**src/design/rmtm_pkg.sv**
```systemverilog
`default_nettype none
package rmtm_pkg;

   localparam int SAMPLE_W = 16;

   // configuration register indexes
   localparam logic [0:0] REG_TRIM_LOW  = 1'd0;
   localparam logic [0:0] REG_TRIM_HIGH = 1'd1;

   // sorter operation codes
   localparam logic [1:0] SORT_HOLD   = 2'd0;
   localparam logic [1:0] SORT_REFILL = 2'd1;
   localparam logic [1:0] SORT_REMOVE = 2'd2;
   localparam logic [1:0] SORT_INSERT = 2'd3;

   // one queued item
   typedef struct packed {
      logic                       refill;
      logic signed [SAMPLE_W-1:0] sample;
   } cmd_type;

   // sorter control
   typedef struct packed {
      logic [1:0]                 op;
      logic signed [SAMPLE_W-1:0] value;
   } sort_ctl_type;

endpackage
`default_nettype wire

```
**src/design/rmtm_queue.sv**
```systemverilog
`default_nettype none
module rmtm_queue (
   input  wire logic             clock,
   input  wire logic             reset,
   input  wire logic             push,
   input  wire rmtm_pkg::cmd_type push_data,
   output logic                  full,
   input  wire logic             pop,
   output logic                  head_valid,
   output rmtm_pkg::cmd_type     head_data
);
   import rmtm_pkg::*;

   cmd_type    entry_ff [2];
   logic       wr_ptr_ff, wr_ptr_in;
   logic       rd_ptr_ff, rd_ptr_in;
   logic [1:0] count_ff, count_in;
   logic       do_push, do_pop;

   assign full       = (count_ff == 2'd2);
   assign head_valid = (count_ff != 2'd0);
   assign head_data  = entry_ff[rd_ptr_ff];
   assign do_push    = push && !full;
   assign do_pop     = pop && head_valid;

   // pointer and fill update
   always_comb begin
      wr_ptr_in = do_push ? ~wr_ptr_ff : wr_ptr_ff;
      rd_ptr_in = do_pop ? ~rd_ptr_ff : rd_ptr_ff;
      count_in  = count_ff;
      if (do_push && !do_pop) begin
         count_in = count_ff + 2'd1;
      end else if (do_pop && !do_push) begin
         count_in = count_ff - 2'd1;
      end
   end

   always_ff @(posedge clock) begin
      if (reset) begin
         wr_ptr_ff <= 1'b0;
         rd_ptr_ff <= 1'b0;
         count_ff  <= 2'd0;
      end else begin
         wr_ptr_ff <= wr_ptr_in;
         rd_ptr_ff <= rd_ptr_in;
         count_ff  <= count_in;
      end
   end

   // item storage
   always_ff @(posedge clock) begin
      if (do_push) begin
         entry_ff[wr_ptr_ff] <= push_data;
      end
   end

endmodule
`default_nettype wire

```
**src/design/rmtm_sorter.sv**
```systemverilog
`default_nettype none
module rmtm_sorter #(
   parameter int W = 16
) (
   input  wire logic                          clock,
   input  wire logic                          reset,
   input  wire rmtm_pkg::sort_ctl_type        ctl,
   input  wire logic [$clog2(W)-1:0]          slot,
   output logic [W-1:0][rmtm_pkg::SAMPLE_W-1:0] vals
);
   import rmtm_pkg::*;

   localparam int IDX_W = $clog2(W);

   logic signed [SAMPLE_W-1:0] val_ff [W];
   logic signed [SAMPLE_W-1:0] val_in [W];
   logic [IDX_W-1:0]           tag_ff [W];
   logic [IDX_W-1:0]           tag_in [W];
   logic [W-1:0]               match;
   logic [W-1:0]               at_or_above;
   logic [W-1:0]               below_new;

   // locate the entry of the slot being replaced and the rank of the new value
   always_comb begin
      for (int i = 0; i < W; i++) begin
         match[i] = (tag_ff[i] == slot);
         below_new[i] = (i < W - 1) ? (val_ff[i] < ctl.value) : 1'b0;
      end
      at_or_above[0] = match[0];
      for (int i = 1; i < W; i++) begin
         at_or_above[i] = at_or_above[i-1] | match[i];
      end
   end

   // per cell next value
   always_comb begin
      for (int i = 0; i < W; i++) begin
         val_in[i] = val_ff[i];
         tag_in[i] = tag_ff[i];
         case (ctl.op)
            SORT_REFILL: begin
               val_in[i] = ctl.value;
               tag_in[i] = IDX_W'(i);
            end
            SORT_REMOVE: begin
               // close the gap left by the removed entry, hole ends at the top
               if (i < W - 1 && at_or_above[i]) begin
                  val_in[i] = val_ff[(i < W - 1) ? i + 1 : i];
                  tag_in[i] = tag_ff[(i < W - 1) ? i + 1 : i];
               end
            end
            SORT_INSERT: begin
               // cells below the new rank keep, the rank cell takes it, above shift up
               if (!below_new[i]) begin
                  if (i == 0 || below_new[(i > 0) ? i - 1 : 0]) begin
                     val_in[i] = ctl.value;
                     tag_in[i] = slot;
                  end else begin
                     val_in[i] = val_ff[(i > 0) ? i - 1 : 0];
                     tag_in[i] = tag_ff[(i > 0) ? i - 1 : 0];
                  end
               end
            end
            default: begin
               val_in[i] = val_ff[i];
               tag_in[i] = tag_ff[i];
            end
         endcase
      end
   end

   always_ff @(posedge clock) begin
      if (reset) begin
         for (int i = 0; i < W; i++) begin
            val_ff[i] <= '0;
            tag_ff[i] <= IDX_W'(i);
         end
      end else begin
         for (int i = 0; i < W; i++) begin
            val_ff[i] <= val_in[i];
            tag_ff[i] <= tag_in[i];
         end
      end
   end

   always_comb begin
      for (int i = 0; i < W; i++) begin
         vals[i] = val_ff[i];
      end
   end

endmodule
`default_nettype wire

```
**src/design/rmtm_divider.sv**
```systemverilog
`default_nettype none
module rmtm_divider #(
   parameter int SUM_W = 20,
   parameter int CNT_W = 5
) (
   input  wire logic                         clock,
   input  wire logic                         reset,
   input  wire logic                         start,
   input  wire logic signed [SUM_W-1:0]      dividend,
   input  wire logic [CNT_W-1:0]             divisor,
   output logic                              done,
   output logic signed [rmtm_pkg::SAMPLE_W-1:0] quotient
);
   import rmtm_pkg::*;

   localparam int STEP_W = $clog2(SUM_W + 1);

   logic [SUM_W-1:0]  quo_ff, quo_in;
   logic [CNT_W-1:0]  rem_ff, rem_in;
   logic [CNT_W-1:0]  div_ff, div_in;
   logic              neg_ff, neg_in;
   logic [STEP_W-1:0] step_ff, step_in;
   logic              busy_ff, busy_in;
   logic              done_ff, done_in;
   logic [CNT_W:0]    rem_shift;
   logic [CNT_W:0]    diff;
   logic [SUM_W-1:0]  neg_quo;

   // one quotient bit per cycle, restoring on the magnitude
   always_comb begin
      rem_shift = {rem_ff, quo_ff[SUM_W-1]};
      diff      = rem_shift - {1'b0, div_ff};
      quo_in    = quo_ff;
      rem_in    = rem_ff;
      div_in    = div_ff;
      neg_in    = neg_ff;
      step_in   = step_ff;
      busy_in   = busy_ff;
      done_in   = 1'b0;
      if (start) begin
         neg_in  = dividend[SUM_W-1];
         quo_in  = dividend[SUM_W-1] ? SUM_W'(-dividend) : dividend;
         rem_in  = '0;
         div_in  = divisor;
         step_in = STEP_W'(SUM_W);
         busy_in = 1'b1;
      end else if (busy_ff) begin
         if (!diff[CNT_W]) begin
            rem_in = diff[CNT_W-1:0];
            quo_in = {quo_ff[SUM_W-2:0], 1'b1};
         end else begin
            rem_in = rem_shift[CNT_W-1:0];
            quo_in = {quo_ff[SUM_W-2:0], 1'b0};
         end
         step_in = step_ff - STEP_W'(1);
         if (step_ff == STEP_W'(1)) begin
            busy_in = 1'b0;
            done_in = 1'b1;
         end
      end
   end

   always_ff @(posedge clock) begin
      if (reset) begin
         busy_ff <= 1'b0;
         done_ff <= 1'b0;
         step_ff <= '0;
      end else begin
         busy_ff <= busy_in;
         done_ff <= done_in;
         step_ff <= step_in;
      end
   end

   always_ff @(posedge clock) begin
      quo_ff <= quo_in;
      rem_ff <= rem_in;
      div_ff <= div_in;
      neg_ff <= neg_in;
   end

   // sign restored, truncation toward zero
   assign neg_quo  = -quo_ff;
   assign done     = done_ff;
   assign quotient = neg_ff ? neg_quo[SAMPLE_W-1:0] : quo_ff[SAMPLE_W-1:0];

endmodule
`default_nettype wire

```
**src/design/running_median_trimmed_mean.sv**
```systemverilog
`default_nettype none
// channel | direction | handshake              | payload
// req     | in        | req_tvalid/req_tready  | tdata: sample; tuser: mode
// rsp     | out       | rsp_tvalid/rsp_tready  | tdata: median, trimmed_mean; tuser: trim_error
// csr     | in        | csr_we                 | csr_addr, csr_wdata
//
// In the back end, a refill skips the insert step; n is the number of untrimmed
// ranks (WINDOW - trim_low - trim_high), which are summed serially before the
// one-bit-a-cycle divider runs. An error item skips the sum and the divider.
// Reset is synchronous and leaves the window all zero. A two-entry queue takes
// items while the back end works; the result register holds a finished item
// while the next one is already in progress.
module running_median_trimmed_mean #(
   parameter int WINDOW = 16
) (
   input  wire logic         clock,
   input  wire logic         reset,
   input  wire logic         req_tvalid,
   output logic              req_tready,
   input  wire logic [15:0]  req_tdata,   // [15:0] sample
   input  wire logic [0:0]   req_tuser,   // [0] mode
   output logic              rsp_tvalid,
   input  wire logic         rsp_tready,
   output logic [31:0]       rsp_tdata,   // [15:0] median, [31:16] trimmed_mean
   output logic [0:0]        rsp_tuser,   // [0] trim_error
   input  wire logic         csr_we,
   input  wire logic [0:0]   csr_addr,
   input  wire logic [3:0]   csr_wdata
);
   import rmtm_pkg::*;

   localparam int IDX_W = $clog2(WINDOW);
   localparam int CNT_W = $clog2(WINDOW + 1);
   localparam int SUM_W = SAMPLE_W + $clog2(WINDOW);
   localparam int CMP_W = ((CNT_W > 5) ? CNT_W : 5) + 1;
   localparam int MID   = WINDOW / 2;
   localparam bit ODD   = (WINDOW % 2) != 0;

   localparam logic [2:0] ST_IDLE   = 3'd0;
   localparam logic [2:0] ST_INSERT = 3'd1;
   localparam logic [2:0] ST_STAT   = 3'd2;
   localparam logic [2:0] ST_SUM    = 3'd3;
   localparam logic [2:0] ST_DIVGO  = 3'd4;
   localparam logic [2:0] ST_DIV    = 3'd5;
   localparam logic [2:0] ST_HOLD   = 3'd6;

   // configuration registers
   logic [3:0] trim_low_ff, trim_high_ff;

   always_ff @(posedge clock) begin
      if (reset) begin
         trim_low_ff  <= '0;
         trim_high_ff <= '0;
      end else if (csr_we) begin
         case (csr_addr)
            REG_TRIM_LOW:  trim_low_ff  <= csr_wdata;
            REG_TRIM_HIGH: trim_high_ff <= csr_wdata;
            default: begin
            end
         endcase
      end
   end

   // front: accept and queue items
   cmd_type push_cmd, head_cmd;
   logic    q_full, q_valid, q_pop;

   assign push_cmd.refill = req_tuser[0];
   assign push_cmd.sample = req_tdata;
   assign req_tready      = !q_full;

   rmtm_queue u_queue (
      .clock      (clock),
      .reset      (reset),
      .push       (req_tvalid),
      .push_data  (push_cmd),
      .full       (q_full),
      .pop        (q_pop),
      .head_valid (q_valid),
      .head_data  (head_cmd)
   );

   // back: sorted window
   sort_ctl_type                     sort_ctl;
   logic [WINDOW-1:0][SAMPLE_W-1:0] vals;
   logic [IDX_W-1:0]                 oldest_ff, oldest_in;

   rmtm_sorter #(.W(WINDOW)) u_sorter (
      .clock (clock),
      .reset (reset),
      .ctl   (sort_ctl),
      .slot  (oldest_ff),
      .vals  (vals)
   );

   // back: divider
   logic                       div_start, div_done;
   logic signed [SAMPLE_W-1:0] div_quo;
   logic signed [SUM_W-1:0]    acc_ff, acc_in;
   logic [CNT_W-1:0]           cnt_ff, cnt_in;
   logic [CNT_W-1:0]           total_ff, total_in;

   rmtm_divider #(.SUM_W(SUM_W), .CNT_W(CNT_W)) u_divider (
      .clock    (clock),
      .reset    (reset),
      .start    (div_start),
      .dividend (acc_ff),
      .divisor  (total_ff),
      .done     (div_done),
      .quotient (div_quo)
   );

   // median from the middle ranks, floor average for an even window
   logic signed [SAMPLE_W:0]   mid_sum;
   logic signed [SAMPLE_W-1:0] median_now;

   assign mid_sum    = {vals[MID][SAMPLE_W-1], vals[MID]}
                     + {vals[(MID > 0) ? MID - 1 : 0][SAMPLE_W-1],
                        vals[(MID > 0) ? MID - 1 : 0]};
   assign median_now = ODD ? vals[MID] : mid_sum[SAMPLE_W:1];

   // trim checks
   logic [CMP_W-1:0] trim_total, rank_count;
   logic             trim_err;

   assign trim_total = CMP_W'(trim_low_ff) + CMP_W'(trim_high_ff);
   assign trim_err   = trim_total >= CMP_W'(WINDOW);
   assign rank_count = CMP_W'(WINDOW) - trim_total;

   // back sequencer
   logic [2:0]                 state_ff, state_in;
   logic signed [SAMPLE_W-1:0] sample_ff, sample_in;
   logic [IDX_W-1:0]           idx_ff, idx_in;
   logic signed [SAMPLE_W-1:0] median_ff, median_in;
   logic signed [SAMPLE_W-1:0] mean_ff, mean_in;
   logic                       err_ff, err_in;
   logic signed [SAMPLE_W-1:0] rank_val;
   logic                       out_free;
   logic                       rsp_valid_ff, rsp_valid_in;
   logic [31:0]                rsp_data_ff, rsp_data_in;
   logic                       rsp_err_ff, rsp_err_in;

   assign rank_val = vals[idx_ff];
   assign out_free = !rsp_valid_ff || rsp_tready;

   always_comb begin
      state_in     = state_ff;
      sample_in    = sample_ff;
      oldest_in    = oldest_ff;
      idx_in       = idx_ff;
      cnt_in       = cnt_ff;
      total_in     = total_ff;
      acc_in       = acc_ff;
      median_in    = median_ff;
      mean_in      = mean_ff;
      err_in       = err_ff;
      q_pop        = 1'b0;
      div_start    = 1'b0;
      sort_ctl.op    = SORT_HOLD;
      sort_ctl.value = sample_ff;
      rsp_valid_in = rsp_valid_ff && !rsp_tready;
      rsp_data_in  = rsp_data_ff;
      rsp_err_in   = rsp_err_ff;
      case (state_ff)
         ST_IDLE: begin
            if (q_valid) begin
               q_pop          = 1'b1;
               sample_in      = head_cmd.sample;
               sort_ctl.value = head_cmd.sample;
               if (head_cmd.refill) begin
                  sort_ctl.op = SORT_REFILL;
                  oldest_in   = '0;
                  state_in    = ST_STAT;
               end else begin
                  sort_ctl.op = SORT_REMOVE;
                  state_in    = ST_INSERT;
               end
            end
         end
         ST_INSERT: begin
            sort_ctl.op = SORT_INSERT;
            oldest_in   = (oldest_ff == IDX_W'(WINDOW - 1)) ? '0 : oldest_ff + IDX_W'(1);
            state_in    = ST_STAT;
         end
         ST_STAT: begin
            median_in = median_now;
            err_in    = trim_err;
            mean_in   = '0;
            acc_in    = '0;
            idx_in    = IDX_W'(trim_low_ff);
            cnt_in    = CNT_W'(rank_count);
            total_in  = CNT_W'(rank_count);
            state_in  = trim_err ? ST_HOLD : ST_SUM;
         end
         ST_SUM: begin
            // one rank per cycle
            acc_in = acc_ff + SUM_W'(rank_val);
            idx_in = idx_ff + IDX_W'(1);
            cnt_in = cnt_ff - CNT_W'(1);
            if (cnt_ff == CNT_W'(1)) begin
               state_in = ST_DIVGO;
            end
         end
         ST_DIVGO: begin
            div_start = 1'b1;
            state_in  = ST_DIV;
         end
         ST_DIV: begin
            if (div_done) begin
               mean_in  = div_quo;
               state_in = ST_HOLD;
            end
         end
         ST_HOLD: begin
            if (out_free) begin
               rsp_valid_in = 1'b1;
               rsp_data_in  = {mean_ff, median_ff};
               rsp_err_in   = err_ff;
               state_in     = ST_IDLE;
            end
         end
         default: begin
            state_in = ST_IDLE;
         end
      endcase
   end

   always_ff @(posedge clock) begin
      if (reset) begin
         state_ff     <= ST_IDLE;
         oldest_ff    <= '0;
         rsp_valid_ff <= 1'b0;
         cnt_ff       <= '0;
      end else begin
         state_ff     <= state_in;
         oldest_ff    <= oldest_in;
         rsp_valid_ff <= rsp_valid_in;
         cnt_ff       <= cnt_in;
      end
   end

   always_ff @(posedge clock) begin
      sample_ff   <= sample_in;
      idx_ff      <= idx_in;
      total_ff    <= total_in;
      acc_ff      <= acc_in;
      median_ff   <= median_in;
      mean_ff     <= mean_in;
      err_ff      <= err_in;
      rsp_data_ff <= rsp_data_in;
      rsp_err_ff  <= rsp_err_in;
   end

   assign rsp_tvalid   = rsp_valid_ff;
   assign rsp_tdata    = rsp_data_ff;
   assign rsp_tuser[0] = rsp_err_ff;

   // checks
   a_err_mean_zero: assert property (@(posedge clock) disable iff (reset)
      rsp_tvalid && rsp_tuser[0] |-> rsp_tdata[31:16] == 16'd0)
      else $error("trim error with nonzero mean");

   a_sum_count: assert property (@(posedge clock) disable iff (reset)
      state_ff == ST_SUM |-> cnt_ff != '0)
      else $error("rank sum ran past its count");

   a_div_done_state: assert property (@(posedge clock) disable iff (reset)
      div_done |-> state_ff == ST_DIV)
      else $error("divider finished outside its wait state");

endmodule
`default_nettype wire

```
**config.mk**
```make
export PLATFORM = sky130hd
export DESIGN_NAME = running_median_trimmed_mean
export DESIGN_NICKNAME = d
export VERILOG_FILES = /design/src/design/rmtm_pkg.sv /design/src/design/rmtm_queue.sv /design/src/design/rmtm_sorter.sv /design/src/design/rmtm_divider.sv /design/src/design/running_median_trimmed_mean.sv
export SDC_FILE = /design/constraint.sdc
export NUM_CORES = 2
export LEC_CHECK = 0
export ABC_AREA = 1
export BUFFER_PORTS_ARGS = -buffer_cell sky130_fd_sc_hd__buf_2
export CAP_MARGIN = 20
export CORE_MARGIN = 2
export CORE_UTILIZATION = 50
export CTS_CLUSTER_SIZE = 28
export DETAILED_ROUTE_END_ITERATION = 12
export PLACE_DENSITY = 0.65
export SYNTH_ARGS = -nofsm -noshare
export SYNTH_HDL_FRONTEND = slang
export SYNTH_SLANG_ARGS = --single-unit
```
**constraint.sdc**
```tcl
create_clock -name clock -period 5.5 [get_ports clock]
set_input_delay 0.275 -clock clock [delete_from_list [all_inputs] [get_ports clock]]
set_output_delay 0.275 -clock clock [all_outputs]
set_load 0.005 [all_outputs]
```
## Word level (Yosys, flattened, before mapping)

Memories as Yosys holds them, arrays and structs flattened. A register that Yosys moved wholly into a read port is not among the register bits.
Index checks and enable logic that the tools add are counted.

| cells by class | value |
|---|---|
| add/subtract/negate cells | 13 |
| multipliers | 0 |
| div/mod/pow operators | 0 |
| $lt $le $gt $ge | 17 |
| eq/ne operators | 33 |
| shifts and indexed selects | 0 |
| multiplexer cells | 202 |
| bitwise gates (word level) | 50 |
| reduce and logical (&&, ||, !) cells | 27 |

Operator list:

| kind | number |
|---|---|
| $mux W16 | 65 |
| $pmux W16 S3 | 15 |
| $mux W4 | 64 |
| $lt A16 B16 Y1 | 15 |
| $pmux W4 S3 | 15 |
| $bmux W16 S4 | 1 |
| $pmux W16 S2 | 2 |
| $eq A4 B4 Y1 | 15 |
| $mux W20 | 3 |
| $or A1 B1 Y1 | 46 |
| $pmux W20 S2 | 1 |
| $pmux W4 S2 | 3 |
| $pmux W3 S7 | 1 |
| $add A20 B16 Y20 | 1 |
| $neg A20 Y20 | 1 |
| $mux W18 | 1 |
| $add A16 B16 Y17 | 1 |
| $mux W1 | 17 |
| $neg A16 Y16 | 1 |
| $mux W3 | 5 |
| $mux W5 | 3 |
| $reduce_bool A2 Y1 | 6 |
| $eq A5 B1 Y1 const B | 2 |
| $pmux W5 S2 | 1 |
| other kinds (29) | 57 |

| word-level totals | value |
|---|---|
| register bits after elaboration | 174 |
| latch bits | 0 |
| bits in writable memories | 354 |
| ROM bits | 0 |
| input bits | 27 |
| output and inout bits | 35 |
| word-level logic and storage cells | 371 |
| memories | 3 |

Memories:

| memory | words | bits a word | read ports | clocked after Yosys merged registers in | wr ports | line | source |
|---|---|---|---|---|---|---|---|
| u_sorter.val_ff | 16 | 16 | 16 | 0 | 16 | rmtm_sorter.sv:15 | `logic signed [SAMPLE_W-1:0] val_ff [W];` |
| u_sorter.tag_ff | 16 | 4 | 16 | 0 | 16 | rmtm_sorter.sv:17 | `logic [IDX_W-1:0] tag_ff [W];` |
| u_queue.entry_ff | 2 | 17 | 1 | 1 | 1 | rmtm_queue.sv:14 | `cmd_type entry_ff [2];` |

## Depth between registers and ports, before layout

An unclocked memory read counts as a cell.

| logic depth | value |
|---|---|
| depth in word-level cells | 19 |
| gate-level depth with buffers | 27 |
| depth with buffers taken out | 23 |

## Hierarchy

Synthesis repeated with hierarchy kept, for this count alone.

| second synthesis, totals | value |
|---|---|
| cell total of the unflattened synthesis | 5910 |
| area, all modules | 39120.0 um^2 |

Modules (own cells, without submodules):

| module | instances | cells an instance | area each (um^2) | seq. area each (um^2) |
|---|---|---|---|---|
| rmtm_sorter | 1 | 4245 | 25710.9 | 6406.1 |
| running_median_trimmed_mean | 1 | 1202 | 9171.3 | 3753.6 |
| rmtm_divider | 1 | 373 | 2712.6 | 1021.0 |
| rmtm_queue | 1 | 90 | 1525.2 | 1121.1 |

## Worst setup path after synthesis

Ideal clock, no wire load.

| path | value |
|---|---|
| path type | register to register |
| start point | register state_ff[0] |
| end point | memory u_sorter.val_ff[11][11], in the netlist u_sorter.val_ff[0][187] |
| setup time | 0.115 ns |
| data arrival time | 4.155 ns |
| path slack | 1.231 ns |
| cell stages (with the launch flop) | 23 |
| buffers on the path | 3 |
| period minus slack after synthesis | 4.269 ns |
| path through | dfxtp_1 nor2_4 nand2_4 nor2_8 buf_1 nand2_1 o21ai_1 buf_2 ha_1 nand2_1 inv_1 nand3_1 a31oi_1 nor3_1 a21boi_0 nand3_2 nand2_4 buf_6 nand2_1 nand3_1 o21ai_0 nor2_1 nor2_1 |

RTL lines:

| item | line | source |
|---|---|---|
| start: declaration | running_median_trimmed_mean.sv:131 | `logic [2:0] state_ff, state_in;` |
| start signal: assignment | running_median_trimmed_mean.sv:235 | `state_ff <= state_in;` |
| end: declaration | rmtm_sorter.sv:15 |  |

==> summary.txt <==
Status
  – Status: complete, no violations

Placement
  – Port-buffer cells: 61
  – Final GP Congestion: 1.02
  – Pre-CTS WS: 0.793 ns
  – DP Cell Count: 6,708
  – DPL Wire Length: 113 mm

Layout
  – Area Growth Syn to Fin: 9.78%
  – Share of cells above drive strength 1: 7.84%
  – Nets: 6,070
  – Finished Layout Cells: 6,860

Logic synthesis
  – Top-count cell post-synth: nand2_1
  – Sequential area share after synthesis: 31.7%
  – Mapped Nets: 6,102
  – Post-synth EDFFs: 171
  – Synth top cells by count: 1,508 x nand2_1, 645 x nor2_1, 616 x o21ai_0
  – Netlist Area Pre-Place: 0.0388 sq mm
  – Synth unique cells: 59
  – Post-synth top area share: 18.5%
  – Post-synth top area cell: dfxtp_1
  – Synthesis warning total: 0
  – Mapped Cells: 5,792
  – Async SR Flop Fraction: 0%
  – Synth area leaders: dfxtp_1 18%, nand2_1 15%, edfxtp_1 13%
  – Synth Register Bits: 529
  – Avg Cell Area, Syn: 6.70 sq um
  – Most used DFF post-synth: dfxtp_1

Die
  – Die Y: 283 um
  – Initial core utilization: 50.3%
  – Core area: 0.0772 sq mm
  – IO Pins: 62
  – # rows: 102
  – Die area: 0.0799 sq mm
  – Die X: 283 um

Critical path
  – R2r setup slk: 0.50 ns
  – WP depth: 20
  – Critical path class: reg2reg
  – Worst setup path start: u_queue.count_ff[0]
  – Most used cell, CP: nand2_1
  – Crit path max fanout: 27
  – Crit start category: flip-flop
  – FF-to-FF path depth: 20
  – Setup crit end kind: flip-flop
  – Worst r2r dst: u_sorter.val_ff[0][214]
  – Delay-heaviest family, CP: simple AND/OR/NAND/NOR gates
  – Buf/Inv on CP: 4
  – Crit path DAT: 5.52 ns
  – RR Startpoint: u_queue.count_ff[0]
  – Worst Setup EP: u_sorter.val_ff[0][214]
  – Worst path slowest cell: o21ai_4
  – Worst endpoint required time: 6.01 ns
  – Slowest cell delay on critical path: 0.93 ns
  – Crit path cell chain: nor2_1, nor2_8, buf_4, o21ai_4, buf_4, ha_1, nand2_1, inv_1, nand2_1, nand2_1, nand2_1, nand2_1, nand2_1, nand3_1, nand3_1, nand3_2, inv_2, nand2_1, nor2_1, nor2_1

Drt
  – DRC Markers: 0
  – TritonRoute pass-1 iters: 7
  – Drt total wl: 161 mm
  – DRT antenna net count: 0
  – Wire length per cell: 23.4 um
  – Initial DRC count: 6,195
  – Vias/cell: 6.05
  – Via count: 41,481

Job
  – Max Cap Viol: 0

STA
  – Final Hold Vio Count: 0
  – Actual slew at the worst max-slew pin: 1.17 ns
  – RSZ-0062 raised after global routing: false
  – Setup TNS: 0 ns
  – Period utilization: 91.0%
  – Max Clock Skew: 0.0270 ns
  – Slew Limit Fails: 0
  – Fin crit period: 5.00 ns
  – Final setup viols: 0
  – Max Freq: 200 MHz
  – Final Worst Setup Slack: 0.497 ns
  – Slew margin rel.: 22.0%

CTS
  – Clock Pin Slew Worst Setup and Hold Paths: 0.06 ns
  – Sink Count: 529
  – Post-CTS sizing: 0
  – CTS max path bufs: 3
  – Worst-skew pair later-pin latency: 0.64 ns
  – CTS Root Cell: clkbuf_16
  – CTS tree: built
  – CTS Buf Count: 67
  – Htree depth: 3

Global route
  – Vias in the first global route: 37,494
  – First-pass GRT wire length: 239 mm
  – Tot GR Track Use: 39.6%
  – Initial antenna violation count: 5
  – GRT overflow: 0
  – Largest net degree at the start of global routing: 125

Min path
  – Hold WC Path Type: in2reg
[timing repair]
item	CTS	global route
hold buffers	22	0
endpoints found under the hold margin	43	0
buffers inserted	0	0
[cell type report]
cell class | count | area [sq um]
tap | 1040 | 1300
fill | 7636 | 34600
inverter | 494 | 1870
antenna | 5 | 12.5
clock buffer | 92 | 1900
clock inverter | 32 | 380
multi-input combinational | 4459 | 23200
sequential | 529 | 12300
timing repair buffer | 209 | 1630
[stage by stage]
stage | cell area, sq um | hold WS [ns] | utilization, %
floorplan | 38800 | 0.374 | -
global placement | 40100 | 0.402 | 51.9
detailed placement | 40100 | 0.405 | 51.9
CTS | 42600 | 0.0415 | 55.2
global route | 42600 | 0.109 | 55.2
finish | 42600 | 0.0578 | 55.2
[per-layer routing]
layer	vias up	routed length (um)	global-route usage, %
li1	19271	-	-
met1	18982	64400	53.2
met2	2639	64100	55.9
met3	583	20600	11.2
met4	6	11600	24.5
met5	-	37	0
[registers in the layout, indices dropped and copies added (netlist names), 16 cells and up, named ones only]
register	flops
u_sorter.val_ff	256
u_sorter.tag_ff	64
u_queue.entry_ff	34
rsp_tdata	32
acc_ff	20
u_divider.quo_ff	20
mean_ff	16
median_ff	16
sample_ff	16
[cells in the final DEF (no fill, tap or decap), types with 10 or more instances in the layout]
master         instances
nor3_1                50
o21ai_0              616
dlygate4sd3_1         22
o21a_1                14
dfxtp_1              358
inv_1                464
nand2_2               33
a211oi_1              19
buf_4                114
nand3_2               24
clkbuf_1              14
buf_2                 60
xor2_1                40
o2111ai_1             12
o21ai_1               52
nand2_1             1507
o211ai_1              23
nand3_1              335
nor2_1               641
inv_2                 22
xnor2_1               45
buf_12                10
ha_1                 279
clkinv_1              10
nand4_1              104
a31oi_1               11
clkbuf_16             69
nand2_4               16
edfxtp_1             171
or2_2                 12
a21oi_1              532
o21ai_4               10
[worst register-to-register path, cell delays in order (launching register included)]
cell     delay [ns]
dfxtp_1        0.32
nor2_1         0.29
nor2_8         0.14
buf_4          0.29
o21ai_4        0.93
buf_4          0.41
ha_1           0.27
nand2_1        0.07
inv_1          0.03
nand2_1        0.06
nand2_1        0.05
nand2_1        0.05
nand2_1        0.21
nand2_1        0.23
nand3_1        0.13
nand3_1        0.19
nand3_2        0.32
inv_2          0.56
nand2_1        0.16
nor2_1         0.13
nor2_1         0.04
[worst min-delay path by stage]
| stage | start | end | slack, ns | cells past startpoint |
|---|---|---|---|---|
| finish | csr_addr | trim_low_ff[1] | 0.06 | 4 |
| global route | csr_we | trim_high_ff[3] | 0.11 | 4 |
| CTS | csr_addr | trim_low_ff[1] | 0.04 | 4 |
| detailed placement | median_ff[7] | rsp_tdata[7] | 0.40 | 0 |
| global placement | total_ff[0] | u_divider.div_ff[0] | 0.40 | 0 |
| floorplan | req_tdata[0] | u_queue.entry_ff[0][0] | 0.37 | 0 |
[cells by family after synthesis]
kind of cell,count (synthesis),synth area share [%]
adder cells (fa/ha/maj),283,9.20
flip-flops,529,31.7
AND/OR/NAND/NOR,2757,30.2
AO/OA/AOI/OAI,1334,18.2
XOR/XNOR,85,1.92
buffers and inverters,804,8.77
Power is not shown: default switching activity piles up to over one toggle a cycle in this logic, so the estimate is an artifact.
